<file path="config.mk">
export PLATFORM = sky130hd
export DESIGN_NAME = stc_front
export DESIGN_NICKNAME = d
export VERILOG_FILES = /design/src/rtl/stc_pkg.sv /design/src/rtl/stc_front.sv
export SDC_FILE = /design/constraint.sdc
export NUM_CORES = 1
export LEC_CHECK = 0
export BUFFER_PORTS_ARGS = -buffer_cell sky130_fd_sc_hd__buf_2
export CORE_MARGIN = 2
export CORE_UTILIZATION = 30
export DETAILED_ROUTE_END_ITERATION = 6
export SETUP_SLACK_MARGIN = 0.5
export SLEW_MARGIN = 10
export SYNTH_ARGS = -nofsm -noshare
export SYNTH_HDL_FRONTEND = slang
export SYNTH_SLANG_ARGS = --single-unit
</file>
<file path="constraint.sdc">
create_clock -name vclk -period 11.8
set_input_delay 1.77 -clock vclk [all_inputs]
set_output_delay 1.77 -clock vclk [all_outputs]
set_load 0.02 [all_outputs]
</file>
<file path="src/rtl/stc_pkg.sv">
// ============================================================================
// stc_pkg
// Shared types, constants and codes of the scrolling tile map and sprite
// compositor.
// ============================================================================
package stc_pkg;

    // Default sizes of the stores
    localparam int MAP_COLUMNS_DEF   = 256;
    localparam int MAP_ROW_COUNT_DEF = 15;
    localparam int TILE_KINDS_DEF    = 16;

    // Tile geometry and screen size
    localparam int TILE_EDGE     = 16;
    localparam int TILE_EDGE_W   = $clog2(TILE_EDGE);
    localparam int TILE_AREA     = TILE_EDGE * TILE_EDGE;
    localparam int TILE_AREA_W   = 2 * TILE_EDGE_W;
    localparam int SCREEN_WIDTH  = 320;
    localparam int SCREEN_HEIGHT = 240;

    // Widths of internal values
    localparam int MX_W       = 13;                 // scroll_x + pos_x
    localparam int TCOL_W     = MX_W - TILE_EDGE_W; // map column of a render
    localparam int DX_W       = MX_W + 2;           // signed sprite offset in x
    localparam int DY_W       = 10;                 // signed sprite offset in y
    localparam int MAP_AW_MAX = 14;                 // 15 rows of 1024 columns

    // Queue depths
    localparam int IN_DEPTH  = 4;
    localparam int OUT_DEPTH = 4;

    // Colours
    localparam logic [15:0] CLEAR_RESET = 16'h5DFF;
    localparam logic [15:0] KEY_COLOUR  = 16'h0000;

    // Configuration register indexes
    localparam logic [1:0] REG_CAMERA_X   = 2'd0;
    localparam logic [1:0] REG_SPRITE_X   = 2'd1;
    localparam logic [1:0] REG_SPRITE_Y   = 2'd2;
    localparam logic [1:0] REG_BACKGROUND = 2'd3;

    typedef enum logic [1:0] {
        OP_MAP_WR    = 2'd0,
        OP_TILE_WR   = 2'd1,
        OP_SPRITE_WR = 2'd2,
        OP_RENDER    = 2'd3
    } op_t;

    typedef struct packed {
        logic [11:0] scroll_x;
        logic [12:0] sprite_x;          // two's complement
        logic [8:0]  sprite_y;          // two's complement
        logic [15:0] background_colour;
    } cfg_t;

    typedef struct packed {
        op_t         opcode;
        logic [3:0]  map_row;
        logic [7:0]  map_column;
        logic [3:0]  tile_number;
        logic [7:0]  pixel_index;
        logic [15:0] colour_value;
        logic [8:0]  pos_x;
        logic [7:0]  pos_y;
    } in_t;

    // Classified command handed from the front end to the back end
    typedef struct packed {
        op_t                    kind;
        logic [MAP_AW_MAX-1:0]  map_addr;
        logic                   map_en;     // render falls inside the map
        logic [3:0]             tile_num;
        logic [TILE_AREA_W-1:0] pix_off;    // pixel inside a tile
        logic                   spr_in;     // render falls inside the sprite box
        logic [TILE_AREA_W-1:0] spr_off;    // pixel inside the sprite
        logic [15:0]            colour;
        logic [8:0]             x;
        logic [7:0]             y;
    } cmd_t;

    typedef struct packed {
        logic [15:0] pixel_colour;
        logic [8:0]  out_x;
        logic [7:0]  out_y;
        logic        sprite_hit;
    } res_t;

endpackage

</file>
<file path="src/rtl/stc_front.sv">
// ============================================================================
// stc_front
// Front end: decodes each request, drops the ones that have no effect and
// works out store addresses, map position and sprite box test.
// ============================================================================
module stc_front #(
    parameter int MAP_COLUMNS   = stc_pkg::MAP_COLUMNS_DEF,
    parameter int MAP_ROW_COUNT = stc_pkg::MAP_ROW_COUNT_DEF,
    parameter int TILE_KINDS    = stc_pkg::TILE_KINDS_DEF
) (
    input  logic          in_accept,
    input  stc_pkg::in_t  in_item,
    input  stc_pkg::cfg_t cfg,
    output logic          push,
    output stc_pkg::cmd_t cmd
);

    localparam int TEW = stc_pkg::TILE_EDGE_W;
    localparam int AWM = stc_pkg::MAP_AW_MAX;

    logic [stc_pkg::MX_W-1:0]   mx;
    logic [stc_pkg::TCOL_W-1:0] tcol;
    logic [3:0]                 trow;
    logic signed [stc_pkg::DX_W-1:0] dx;
    logic signed [stc_pkg::DY_W-1:0] dy;
    logic [3:0]                 row_sel;
    logic [stc_pkg::TCOL_W-1:0] col_sel;
    logic                       keep;

    always_comb
    begin
        mx   = stc_pkg::MX_W'(cfg.scroll_x) + stc_pkg::MX_W'(in_item.pos_x);
        tcol = mx[stc_pkg::MX_W-1:TEW];
        trow = in_item.pos_y[7:TEW];
        dx   = $signed({2'b00, mx})
             - $signed({{2{cfg.sprite_x[12]}}, cfg.sprite_x});
        dy   = $signed({2'b00, in_item.pos_y})
             - $signed({cfg.sprite_y[8], cfg.sprite_y});

        if (in_item.opcode == stc_pkg::OP_RENDER)
        begin
            row_sel = trow;
            col_sel = tcol;
        end
        else
        begin
            row_sel = in_item.map_row;
            col_sel = stc_pkg::TCOL_W'(in_item.map_column);
        end

        cmd.kind     = in_item.opcode;
        cmd.map_addr = AWM'(row_sel) * AWM'(MAP_COLUMNS) + AWM'(col_sel);
        cmd.map_en   = (32'(tcol) < MAP_COLUMNS) && (32'(trow) < MAP_ROW_COUNT);
        cmd.tile_num = in_item.tile_number;
        cmd.spr_in   = (dx[stc_pkg::DX_W-1:TEW] == '0) && (dy[stc_pkg::DY_W-1:TEW] == '0);
        cmd.colour   = in_item.colour_value;
        cmd.x        = in_item.pos_x;
        cmd.y        = in_item.pos_y;

        if (in_item.opcode == stc_pkg::OP_RENDER)
        begin
            cmd.pix_off = {in_item.pos_y[TEW-1:0], mx[TEW-1:0]};
            cmd.spr_off = {dy[TEW-1:0], dx[TEW-1:0]};
        end
        else
        begin
            cmd.pix_off = in_item.pixel_index;
            cmd.spr_off = in_item.pixel_index;
        end

        unique case (in_item.opcode)
            stc_pkg::OP_MAP_WR:
                keep = (32'(in_item.map_row) < MAP_ROW_COUNT)
                    && (32'(in_item.map_column) < MAP_COLUMNS);
            stc_pkg::OP_TILE_WR:
                keep = (32'(in_item.tile_number) < TILE_KINDS);
            stc_pkg::OP_SPRITE_WR:
                keep = 1'b1;
            stc_pkg::OP_RENDER:
                keep = (32'(in_item.pos_x) < stc_pkg::SCREEN_WIDTH)
                    && (32'(in_item.pos_y) < stc_pkg::SCREEN_HEIGHT);
            default:
                keep = 1'b0;
        endcase

        push = in_accept && keep;
    end

endmodule

</file>
==> impl_results.rst <==
.. list-table::
   :header-rows: 1

   * - Metric
     - Value
   * - Leakage power figure
     - 1.46 nW
   * - Setup crit start kind
     - input port
   * - Ratio of final minimum period to clock period
     - 0.618
   * - Total number of placement rows
     - 32
   * - Distinct cell type count of the synthesized netlist
     - 55
   * - Pint
     - 0.0777 mW
   * - Total number of vias
     - 2474
   * - Total of clock buffers placed in the layout
     - 0
   * - Layout sequential cell count
     - 0
   * - Minimum hold slack
     - 3.54 ns
   * - Layout-stage area growth over the synthesis result
     - 18.2%
   * - Total setup buffers inserted after CTS
     - 0
   * - Mean Syn Cell Area
     - 7.13 um^2
   * - Number of nets produced by synthesis
     - 478
   * - Number of instances on the worst hold path
     - 0
   * - Count of unresolved DRC violations after routing
     - 0
   * - Storage element area
     - 0 um^2
   * - Area share of the largest cell type after synthesis
     - 0.186
   * - Sw Ratio
     - 0.574
   * - Number of port buffers
     - 125
   * - Peak supply drop
     - 26.6 uV
   * - Worst Path Required
     - 10.03 ns
   * - Cell types occupying the most area after synthesis
     - ha_1 19%, buf_4 13%, mux2_2 7.2%
   * - Post-synthesis cell type with the largest combined area
     - ha_1
   * - Final number of max-transition violations
     - 0
   * - Core box area
     - 0.00765 mm^2
   * - Synthesized instance count
     - 330
   * - Reg power frac
     - 0
   * - Count of nets after finishing
     - 560
   * - Critical path depth in cells
     - 19
   * - Standard cell area after detailed placement
     - 0.00278 mm^2
   * - Count of hold buffers inserted by post-cts repair
     - 0
   * - Wire length of the first global-routing pass
     - 9630 um
   * - Most common library cells after synthesis
     - 42 x inv_1, 40 x buf_4, 35 x ha_1
   * - Share of layout cells above drive strength 1
     - 0.363
   * - Initial antenna violation count
     - 0
   * - Maximum net fanout on the critical path
     - 7
   * - Hold Vio Cnt, Final
     - 0
   * - Unrepaired setup endpoints after global routing
     - false
   * - Post-DP HPWL
     - 5070 um
   * - Setup Viol. Count Final
     - 0
   * - Most frequent cell after synthesis
     - inv_1
   * - Worst endpoint data arrival time
     - 5.53 ns
   * - CP Class
     - in -> out
   * - Total GRT Usage
     - 0.129
   * - Switching power total
     - 0.105 mW
   * - Detail-routed net length per standard cell
     - 11.3 um
   * - Yosys synthesis warning count
     - 0
   * - Final ANT Viol Nets
     - 0
   * - Setup crit end kind
     - output pin
   * - Die Footprint
     - 0.00857 mm^2
   * - Setup TNS after final layout
     - 0 ns
   * - Sequential-to-total area share from yosys stat
     - 0
   * - Via count of the first global-routing pass
     - 2278
   * - Fraction of the core area covered by cells at the end of the flow
     - 0.364
   * - Upper clock frequency limit
     - 137 MHz
   * - Outcome
     - finished, final reports clean
   * - Final cell area excluding filler cells
     - 0.00278 mm^2
   * - Chip Width
     - 92.6 um
   * - Number of max-cap violations
     - 0
   * - Post-CTS resize count
     - 0
   * - Chip height
     - 92.6 um
   * - Netlist area before placement
     - 0.00235 mm^2
   * - Dominant delay contributor by cell family on the critical path
     - compound AO/OA/AOI/OAI gates
   * - Slew @ Worst Pin
     - 0.540 ns
   * - Largest net degree at the start of global routing
     - 38
   * - CP Cell Sequence
     - buf_2, ha_1, inv_1, fa_1, nor2b_1, o21a_1, o21ai_1, a211oi_1, nor2_1, xnor2_1, ha_1, nand3_1, o221ai_1, o31ai_1, nor2b_1, nor3_1, a21oi_1, a2111oi_2, buf_2
   * - Fin crit period
     - 7.30 ns
   * - Number of vias per cell after detailed routing
     - 4.83
   * - Total gr overflow
     - 0
   * - Worst min-delay path category
     - in -> out
   * - Number of optimization iterations in the first detailed-route pass
     - 4
   * - Combinational Power Share
     - 1.000
   * - Part of the total power dissipated in the clock network
     - 0
   * - Slowest stage cell, crit path
     - o31ai_1
   * - Maximum cell stage delay along the critical path
     - 0.41 ns
   * - Antenna Cells
     - 0
   * - I/O pin count
     - 182
   * - Tightest slew margin relative to the limit
     - 0.631
   * - Bufs and invs on worst path
     - 3
   * - Iter 0 DRT Violations
     - 42
   * - Total power of the final layout
     - 0.183 mW
   * - RD Place Congestion
     - 0.863
   * - Power density of the placed cells
     - 65.6 mW/mm^2
   * - Routed wire length
     - 5780 um
   * - Starting density of the core
     - 0.308
## path summary, 6_finish.rpt
| kind | startpoint | to | slack [ns] |
|---|---|---|---|
| setup / recovery | in_item[8] | cmd[41] | 4.50 |
| hold / removal | in_item[18] | cmd[18] | 3.54 |
## area by class of cell
class	count	area, um^2
inverter	42	158
fill	841	4860
tap	102	128
timing repair buffer	126	633
multi-input combinational	242	1860
## metrics by stage
step                      setup slack [ns]  std cells
after floorplan                       4.94        330
after global placement                4.54        512
after detailed placement              4.51        512
after CTS                             4.50        512
after global routing                  4.09        512
final                                 4.50        512
## power by group through the flow
stage               Clock (mW)  Combinational, mW  Sequential [mW]
floorplan                    0              0.150                0
global placement             0              0.181                0
detailed placement           0              0.183                0
CTS                          0              0.184                0
global route                 0              0.205                0
finish                       0              0.183                0
## cell usage in the layout (no fill, tap or decap), types with 3 or more instances in the layout
cell type	instances
a211oi_1	6
o21ai_1	5
nand2_1	15
inv_1	42
a31oi_1	4
mux2_2	15
nand3_1	7
ha_1	35
a21o_1	4
fa_1	3
nand2b_1	3
nor2b_1	7
o21ai_0	16
a21oi_1	19
xnor2_1	10
nor2_1	21
nor3_1	7
o31ai_1	5
xor2_1	8
o21a_1	6
buf_2	125
o221ai_1	3
## cells by family after synthesis
kind of cell               count (synthesis)  share of synthesized area
AOI/OAI and AO/OA                         92                      0.273
xor gates and xnor gates                  18                     0.0670
adders and majority gates                 38                      0.212
buffers and inverters                     88                      0.208
muxes                                     16                     0.0760
other                                      1                    0.00159
and+or+nand+nor                           77                      0.163
## per-layer routing
layer	vias to the layer above	global-route usage	wire, um
met1	1095	0.164	2650
met4	0	0.00871	25
met2	80	0.246	2760
met5	-	0	0
li1	1297	-	-
met3	2	0.00814	348
Power figures use the tool's default switching activity.
