--- src/rtl/stc_queue.sv ---
// ============================================================================
// stc_queue
// Small register FIFO with an occupancy count.
// ============================================================================
module stc_queue #(
    parameter int WIDTH = 8,
    parameter int DEPTH = 4
) (
    input  logic                       clk,
    input  logic                       rst_n,
    input  logic                       push,
    input  logic [WIDTH-1:0]           push_data,
    input  logic                       pop,
    output logic [WIDTH-1:0]           pop_data,
    output logic                       not_empty,
    output logic                       full,
    output logic [$clog2(DEPTH+1)-1:0] count
);

    localparam int AW = $clog2(DEPTH);
    localparam int CW = $clog2(DEPTH + 1);

    logic [WIDTH-1:0] mem_reg [DEPTH];
    logic [AW-1:0]    wr_ptr_reg, wr_ptr_next;
    logic [AW-1:0]    rd_ptr_reg, rd_ptr_next;
    logic [CW-1:0]    count_reg, count_next;

    always_comb
    begin
        wr_ptr_next = wr_ptr_reg;
        rd_ptr_next = rd_ptr_reg;
        if (push)
        begin
            wr_ptr_next = (wr_ptr_reg == AW'(DEPTH - 1)) ? '0 : wr_ptr_reg + 1'b1;
        end
        if (pop)
        begin
            rd_ptr_next = (rd_ptr_reg == AW'(DEPTH - 1)) ? '0 : rd_ptr_reg + 1'b1;
        end
        count_next = count_reg + CW'(push) - CW'(pop);
    end

    always_ff @(posedge clk or negedge rst_n)
    begin
        if (!rst_n)
        begin
            wr_ptr_reg <= '0;
            rd_ptr_reg <= '0;
            count_reg  <= '0;
        end
        else
        begin
            wr_ptr_reg <= wr_ptr_next;
            rd_ptr_reg <= rd_ptr_next;
            count_reg  <= count_next;
        end
    end

    always_ff @(posedge clk)
    begin
        if (push)
        begin
            mem_reg[wr_ptr_reg] <= push_data;
        end
    end

    assign pop_data  = mem_reg[rd_ptr_reg];
    assign not_empty = (count_reg != '0);
    assign full      = (count_reg == CW'(DEPTH));
    assign count     = count_reg;

endmodule

--- config.mk ---
export PLATFORM = sky130hd
export DESIGN_NAME = stc_queue
export DESIGN_NICKNAME = d
export VERILOG_FILES = /design/src/rtl/stc_queue.sv
export SDC_FILE = /design/constraint.sdc
export NUM_CORES = 1
export LEC_CHECK = 0
export BUFFER_PORTS_ARGS = -buffer_cell sky130_fd_sc_hd__buf_2
export CORE_MARGIN = 4
export CORE_UTILIZATION = 25
export DETAILED_ROUTE_END_ITERATION = 10
export HOLD_SLACK_MARGIN = 0.03
export PLACE_DENSITY_LB_ADDON = 0.2
export SLEW_MARGIN = 20
export SYNTH_ARGS = -nofsm -noshare
export SYNTH_HDL_FRONTEND = slang
export SYNTH_SLANG_ARGS = --single-unit
--- constraint.sdc ---
create_clock -name clk -period 2.4 [get_ports clk]
set_clock_uncertainty 0.05 [all_clocks]
set_input_delay 0.6 -clock clk [delete_from_list [all_inputs] [get_ports clk]]
set_output_delay 0.6 -clock clk [all_outputs]
set_load 0.005 [all_outputs]
==> results of run 1 <==
layout by cell type, fill, tap and decap left out, drive strengths merged:
cell / netlist / layout
and2: 4 / 4
and3: 1 / 1
buf: 2 / 24
clkbuf: 0 / 7
clkinv: 0 / 1
dfrtp: 7 / 7
edfxtp: 32 / 32
fa: 1 / 1
ha: 7 / 7
inv: 6 / 6
mux2: 2 / 2
mux4: 8 / 8
nand2: 1 / 1
nor2: 1 / 1
o21ai: 2 / 2
or3: 1 / 1
or3b: 1 / 1
xnor2: 2 / 2
routing by layer:
metal,wire length [um],global-route usage (%),vias to the layer above
met5,0,0,-
met4,40,4.18,0
met3,210,2.93,4
met2,1320,13.2,29
met1,1140,9.58,386
li1,-,-,355
worst max-delay path by stage:
| stage | from | end | depth (start not counted) | slack, ps |
|---|---|---|---|---|
| finish | rd_ptr_reg[0] | pop_data[7] | 2 | 180 |
| global route | rd_ptr_reg[0] | pop_data[7] | 2 | 90 |
| CTS | rd_ptr_reg[0] | pop_data[7] | 2 | 140 |
| detailed placement | rd_ptr_reg[0] | pop_data[7] | 2 | 270 |
| global placement | rd_ptr_reg[0] | pop_data[7] | 2 | 270 |
| floorplan | pop | count[2] | 6 | 530 |
power breakdown:
part / internal (mW) / switching (mW) / leakage, nW
Clock: 0.204 / 0.212 / 0.0422
Combinational: 0.327 / 0.244 / 0.275
Sequential: 0.894 / 0.131 / 0.376
layout make-up:
cell class | instances | area [um2] | share of cell area, %
clock buffers | 7 | 76.3 | 4.13
multi-input cells | 31 | 392 | 21.2
repair buffers | 24 | 120 | 6.50
flip-flops and latches | 39 | 1140 | 61.6
well taps | 75 | 93.8 | 5.08
clock inverters | 1 | 5.00 | 0.271
inverters | 6 | 22.5 | 1.22
cell families (layout without fill, tap and decap cells):
kind of cell	after synthesis	in the layout	synth area share, %
AO/OA/AOI/OAI	2	2	0.639
XOR/XNOR	2	2	1.12
adder cells (fa/ha/maj)	8	8	6.87
buffers and inverters	8	38	2.48
flip-flops	39	39	72.5
multiplexers	10	10	12.9
AND/OR/NAND/NOR	9	9	3.43
==> key figures, run 1 <==
STA
  – Slew Limit Fails: 0
  – Slew @ Worst Pin: roughly 460 ps
  – Tcrit/Tclk final: 92.3%
  – Max-Slew Margin vs Limit: 69.1%
  – F_max: 451 MHz
  – Setup TNS: 0 ps
  – Minimum clock period: between 2000 and 2500 ps
  – Setup violators final: 0
  – Post-route setup slack: 184 ps
  – Unrepaired setup endpoints after global routing: false
  – Number of hold violations in the final report: 0
  – Min Hold Slack: around 88 ps

Pwr
  – Design Power: 2.01 mW
  – Leakage: 0.693 nW
  – Pwr dens: 1090 nW/um2
  – VDD IR max: 0.447 mV

Yosys
  – Top cells by area, synth: edfxtp_1 61%, mux4_2 12%, dfrtp_1 11%
  – Synth unique cells: 17
  – EDFF count, synth: 32
  – Yosys Warn Count: 0
  – Commonest cells in the netlist: 32 x edfxtp_1, 8 x mux4_2, 7 x dfrtp_1, 7 x ha_1, 6 x inv_1
  – Syn Inst Count: 78
  – Syn Nets: 98
  – Post-synth ARST share: 17.9%
  – Most common cell in the netlist: edfxtp_1
  – Top FF cell, synth: edfxtp_1
  – #FFs+latches synth: 39
  – Post-synth top area share: 61.3%
  – Post-Synthesis Cell Area: 1570 um2
  – Seq/Total Area, Yosys: 72.5%
  – Mean Syn Cell Area: 20.1 um2
  – Area leader, netlist: edfxtp_1

Placement
  – Placed cells: roughly 180
  – # port buffers: 24
  – DP Wirelength: 1.92 mm
  – GPL Wtd Cong: 0.694
  – DP Area: 1760 um2
  – Worst slack, placed: 273 ps

Cells and area
  – Max reg flops: 32
  – Final Cell Area: approximately 1800 um2
  – Layout cells sized above 1: 38.0%
  – Fin nets: 127
  – Post-layout util: 30.8%
  – Post-Layout Cell Count: 183
  – FILL cells: 600
  – Diode count: 0
  – Area grow syn2layout: 17.9%

Setup path
  – Worst setup EP type: output pin
  – Crit path max-delay family: flip-flops
  – Critical path class: register to output pin
  – Reg2Reg Launch Point: count[0]
  – Critical Path RT: 1750 ps
  – Max incr delay on CP: 570 ps
  – Reg2Reg Depth: 7
  – Buf+Inv Stages, Crit Path: 1
  – Reg2reg end: count[2]
  – Crit-path max FO: 11
  – CP max stage cell: dfrtp_2
  – Register-to-register setup slack: between 600 and 700 ps
  – Crit path cell chain: mux4_2, buf_2
  – CP arrival: 1570 ps
  – Startpoint types: register

Clocking
  – CTS sink cnt: 39
  – # hold bufs at CTS: 0
  – Clock-pin transition on the worst setup and hold timing paths: 70 ps
  – Clock Latency Late Sink: roughly 290 ps
  – Post-CTS setup buffer count: 0
  – Num CTS Buffers: 5
  – CTS Root Cell: clkbuf_8
  – H-tree levels: 2
  – TritonCTS clock tree: built
  – Clock buffer depth: 2
  – Post-cts gate resize count: 1

Hold path
  – Worst Hold Class: primary input to async pin

Floorplanning
  – Total die area: 7600 um2
  – Core Footprint: 5990 um2
  – Die height: 87.2 um
  – Die width: 87.2 um
  – Row cnt: 28
  – Initial Util: 26.1%
  – Ports: 25

Route
  – Starting DRT DRC Count: 23
  – Vias per cell: 4.23
  – Final WL: 2.71 mm
  – Via count: 774
  – Avg WL per Cell: 14.8 um
  – # DRC: 0
  – Final ANT Viol Nets: 0
  – Drt pass-1 iters: 4

Status
  – Status: complete, no violations

GRT
  – Antenna violations before repair: 0
  – Residual overflow from global routing: 0
  – Tot GR Track Use: 8.18%
  – First-pass GRT wire length: 4.46 mm
  – Maximum number of pins on one net before global-route repair: 12
  – Number of global-route vias before repair: ~850

Flow run
  – Max Cap Viol: 0
Power figures use the tool's default switching activity.
==> inputs of run 2 (changes only) <==
- CORE_UTILIZATION: 25 -> 55
- RECOVER_POWER: default -> 25
==> key figures, run 2 (synthesis results as in run 1) <==
Status
  – Status: complete, no violations

Clocking
  – Clock Latency Late Sink: approximately 340 ps
  – Clock buffer depth: 2
  – Num CTS Buffers: 5
  – Post-CTS setup buffer count: 0
  – TritonCTS clock tree: built
  – Clock-pin transition on the worst setup and hold timing paths: 110 ps
  – CTS sink cnt: 39
  – H-tree levels: 2
  – CTS Root Cell: clkbuf_4

Placement
  – DP Wirelength: 1.65 mm
  – GPL Wtd Cong: 0.634
  – # port buffers: 24

STA
  – Minimum clock period: roughly 2300 ps
  – Slew Limit Fails: 0
  – Setup violators final: 0
  – Max-Slew Margin vs Limit: 70.1%
  – Slew @ Worst Pin: 448 ps
  – F_max: 441 MHz
  – Number of hold violations in the final report: 0
  – Tcrit/Tclk final: a little over nine tenths
  – Unrepaired setup endpoints after global routing: false
  – Setup TNS: 0 ps

Route
  – # DRC: 0
  – Final ANT Viol Nets: 0
  – Drt pass-1 iters: 2
  – Vias per cell: 5.54
  – Starting DRT DRC Count: 11
  – Uppermost layer routed: met4
  – Avg WL per Cell: 17.0 um
  – Via count: 775
  – Final WL: 2.39 mm
  – Met3 wire len: approximately 140 um
  – Met1 Routed Length: 991 um
  – WL met2: 1.21 mm

GRT
  – Tot GR Track Use: 15.1%
  – Residual overflow from global routing: 0
  – First-pass GRT wire length: 3.74 mm
  – Number of global-route vias before repair: 810
  – Maximum number of pins on one net before global-route repair: 12
  – Antenna violations before repair: 0

Floorplanning
  – Row cnt: 19
  – Total die area: 3770 um2
  – Initial Util: between 50 and 60%
  – Ports: 25
  – Die width: about 60 um
  – Core Footprint: about 2700 um2
  – Die height: slightly above 60 um

Setup path
  – CP max stage cell: dfrtp_2
  – Buf+Inv Stages, Crit Path: 1
  – CP arrival: 1620 ps
  – Critical Path RT: 1750 ps
  – Crit path max-delay family: flip-flops
  – Critical path class: register to output pin
  – Crit path cell chain: mux4_2, buf_2
  – Startpoint types: register
  – Max incr delay on CP: 580 ps
  – Crit-path max FO: 11
  – Worst setup EP type: output pin

Pwr
  – Clock share of power: approximately 16%
  – VDD IR max: between 0.7 and 0.8 mV
  – Pwr dens: 1070 nW/um2
  – Switching pwr: 0.562 mW
  – Combinational cell fraction of total power: 29.9%
  – Seq pwr share: 54.0%
  – Design Power: around 1.9 mW
  – Internal: 1.33 mW
  – Leakage: 0.663 nW
  – Switching share of total power: 29.7%

Cells and area
  – Post-layout util: about 64%
  – Fin nets: 128
  – Diode count: 0
  – Layout cells sized above 1: 30.3%
  – Leading cell type in the layout, fill and taps excluded: edfxtp_1
  – Most frequent cells in the layout: 32 x edfxtp_1, 17 x buf_2, 8 x mux4_2, 8 x clkbuf_1, 7 x ha_1
  – Max reg flops: 32
  – Area grow syn2layout: 12.4%
  – FILL cells: 215

Hold path
  – Worst Hold Class: primary input to register

Flow run
  – Max Cap Viol: 0
-- run 2: cell count changes in the layout (fill, tap and decap cells not counted) --
cell,previous run,this run
buf_2,24,17
clkbuf_1,2,8
clkbuf_4,0,5
clkbuf_8,5,0
clkinv_1,0,2
clkinv_2,1,0
dlygate4sd3_1,0,1
-- run 2: through the flow --
stage          setup slack, ps  hold slack, ps  cell area (um2)  std cells
6_report                   135             436             1760        140
5_1_grt                   29.3             424             1760        140
4_1_cts                   99.0             401             1770        140
3_5_place_dp               300             396             1710        131
3_3_place_gp               301             393             1710        131
2_1_floorplan              535             254             1570         78
-- run 2: layout make-up --
class                           instances  area [um2]  share of cell area [%]
Tap cell                               31        38.8                    2.20
Multi-Input combinational cell         31         392                    22.2
Clock inverter                          2        7.51                   0.426
Timing Repair Buffer                   25         121                    6.89
Inverter                                6        22.5                    1.28
Clock buffer                            6        41.3                    2.35
Sequential cell                        39        1140                    64.6
-- run 2: layer usage --
| layer | up-vias | GRT usage (%) |
|---|---|---|
| met2 | 16 | 23.9 |
| met5 | - | 0 |
| met1 | 396 | 17.8 |
| met3 | 6 | 7.13 |
| met4 | 0 | 6.36 |
| li1 | 357 | - |
-- run 2: repair_timing --
item | CTS | global route
hold endpoints to repair | 7 | 0
resized for setup | 1 | 0
setup endpoints to repair | 8 | 0
hold buffers | 1 | 0
-- run 2: worst paths after layout --
check | cells past startpoint | slack [ps] | to | from
min reg2reg | 2 | 570 | wr_ptr_reg[1] | wr_ptr_reg[1]
max in group asynchronous | 2 | 1570 | rd_ptr_reg[0] | rst_n
min | 1 | 440 | mem_reg[3][3] | push_data[3]
max reg2reg | 7 | 660 | count[2] | count[0]
max | 2 | 130 | pop_data[5] | rd_ptr_reg[0]
min in group asynchronous | 2 | 560 | wr_ptr_reg[0] | rst_n
-- run 2: worst reg2reg max path, delay by kind of cell, from the launching register on --
kind                       cells  cell delay, ps
adders and majority gates      3             830
DFF                            1             370
xor gates and xnor gates       2             340
buffers and inverters          2             100
-- run 2: power by group through the flow --
stage	logic [mW]	registers (mW)	clock network (mW)
detailed placement	0.587	1.04	0
CTS	0.585	1.03	0.317
global placement	0.556	1.03	0
floorplan	0.453	0.957	0
finish	0.565	1.02	0.305
global route	0.647	1.05	0.349
==> inputs of run 3 (changes only) <==
- MAX_ROUTING_LAYER: default -> met4
==> key figures, run 3 (synthesis results as in run 1) <==
Setup path
  – Reg2Reg Depth: 7
  – Startpoint types: register
  – Reg2reg end: count[2]
  – Worst setup EP type: output pin
  – Register-to-register setup slack: around 650 ps
  – Critical Path RT: 1750 ps
  – Reg2Reg Launch Point: count[0]
  – CP endpoint: pop_data[5]
  – CP arrival: approximately 1600 ps
  – Critical path class: register to output pin
  – CP Launch Point: rd_ptr_reg[0]
  – Crit-path max FO: 11

Clocking
  – Clock-pin transition on the worst setup and hold timing paths: 110 ps
  – TritonCTS clock tree: built
  – Clock buffer depth: 2
  – Num CTS Buffers: 5
  – Clock Latency Late Sink: 340 ps
  – CTS Root Cell: clkbuf_4
  – CTS sink cnt: 39
  – H-tree levels: 2

Cells and area
  – Max reg flops: 32
  – Reg area: 1140 um2
  – FILL cells: 215
  – Most frequent cells in the layout: 32 x edfxtp_1, 17 x buf_2, 8 x mux4_2, 8 x clkbuf_1, 7 x ha_1
  – Leading cell type in the layout, fill and taps excluded: edfxtp_1
  – Post-layout util: 64.4%
  – Area grow syn2layout: 12.4%
  – Layout cells sized above 1: 30.3%
  – Diode count: 0
  – Area of the multi-input gates: 392 um2
  – Fin nets: 128

GRT
  – Residual overflow from global routing: 0
  – Number of global-route vias before repair: 809
  – Maximum number of pins on one net before global-route repair: 12
  – First-pass GRT wire length: 3.75 mm
  – Tot GR Track Use: between 15 and 20%
  – Antenna violations before repair: 0

STA
  – Tcrit/Tclk final: a little over nine tenths
  – Setup violators final: 0
  – Max-Slew Margin vs Limit: 70.1%
  – Minimum clock period: 2260 ps
  – Unrepaired setup endpoints after global routing: false
  – Number of hold violations in the final report: 0
  – Setup TNS: 0 ps
  – Slew @ Worst Pin: 448 ps
  – Slew Limit Fails: 0
  – F_max: 443 MHz
  – Min Hold Slack: 439 ps

Floorplanning
  – Core Footprint: 2730 um2
  – Row cnt: 19
  – Ports: 25
  – Die height: 61.4 um
  – Die width: 61.4 um
  – Total die area: 3770 um2
  – Initial Util: between 50% and 60%

Pwr
  – Seq pwr share: 53.9%
  – Leakage: 0.663 nW
  – Switching share of total power: 29.8%
  – Pwr dens: 1070 nW/um2
  – Clock share of power: 16.2%
  – Combinational cell fraction of total power: between 20% and 30%
  – VDD IR max: 0.707 mV
  – Internal: roughly 1.3 mW
  – Switching pwr: 0.563 mW

Route
  – # DRC: 0
  – Final ANT Viol Nets: 0
  – Drt pass-1 iters: 4
  – Final WL: 2.37 mm
  – Vias per cell: 5.49
  – Avg WL per Cell: 16.9 um
  – Starting DRT DRC Count: 23
  – Via count: 769

Placement
  – DP Wirelength: between 1.5 and 2 mm
  – # port buffers: 24
  – GPL Wtd Cong: 0.639

Hold path
  – Min-Delay Path Depth: 1
  – Worst Hold Class: primary input to register
  – Worst hold start: push_data[3]

Status
  – Status: complete, no violations

Flow run
  – Max Cap Viol: 0
==> run 3: cell counts in the layout (fill, tap and decap cells not counted) <==
Identical to the previous run, type by type.
==> run 3: how the worst min path moves through the flow <==
stage	end	slack (ps)
detailed placement	wr_ptr_reg[0]	400
global placement	wr_ptr_reg[0]	390
floorplan	count[0]	250
CTS	mem_reg[1][7]	400
finish	mem_reg[1][3]	440
global route	mem_reg[0][3]	420
==> run 3: layout make-up <==
class                           instances  area share, %
Clock buffer                            6           2.35
Tap cell                               31           2.20
Timing Repair Buffer                   25           6.89
Multi-Input combinational cell         31           22.2
Clock inverter                          2          0.426
Sequential cell                        39           64.6
Inverter                                6           1.28
==> run 3: routing by layer <==
layer  part of all wire (%)  vias to the layer above  global-route usage, %
met4                    2.0                        0                   6.36
met5                      0                        -                      -
met1                     41                      389                   17.8
li1                       -                      355                      -
met2                     51                       19                   23.9
met3                    6.3                        6                   7.13
==> run 3: critical path, stage by stage (launching register included) <==
cell and delay [ps]:
dfrtp_2 580, mux4_2 550, buf_2 140
==> run 3: repair_timing <==
action | 4_1_cts | 5_1_grt
setup buffers | 0 | 0
hold endpoints to repair | 7 | 0
gates resized for setup | 1 | 0
setup endpoints to repair | 8 | 0
hold buffers | 1 | 0
==> run 3: per-stage QoR <==
step | instance area [um2] | total power, mW | worst slack (ps) | cells
2_1_floorplan | 1570 | 1.41 | 535 | 78
3_3_place_gp | 1710 | 1.59 | 301 | 131
3_5_place_dp | 1710 | 1.63 | 300 | 131
4_1_cts | 1770 | 1.93 | 99.0 | 140
5_1_grt | 1760 | 2.05 | 29.3 | 140
6_report | 1760 | 1.89 | 142 | 140
==> run 3: power groups by stage <==
stage	clock network, mW	registers, mW	logic (mW)
after floorplan	0	0.957	0.453
after CTS	0.317	1.03	0.585
after global placement	0	1.03	0.556
after detailed placement	0	1.04	0.587
after global routing	0.349	1.05	0.647
final	0.306	1.02	0.565
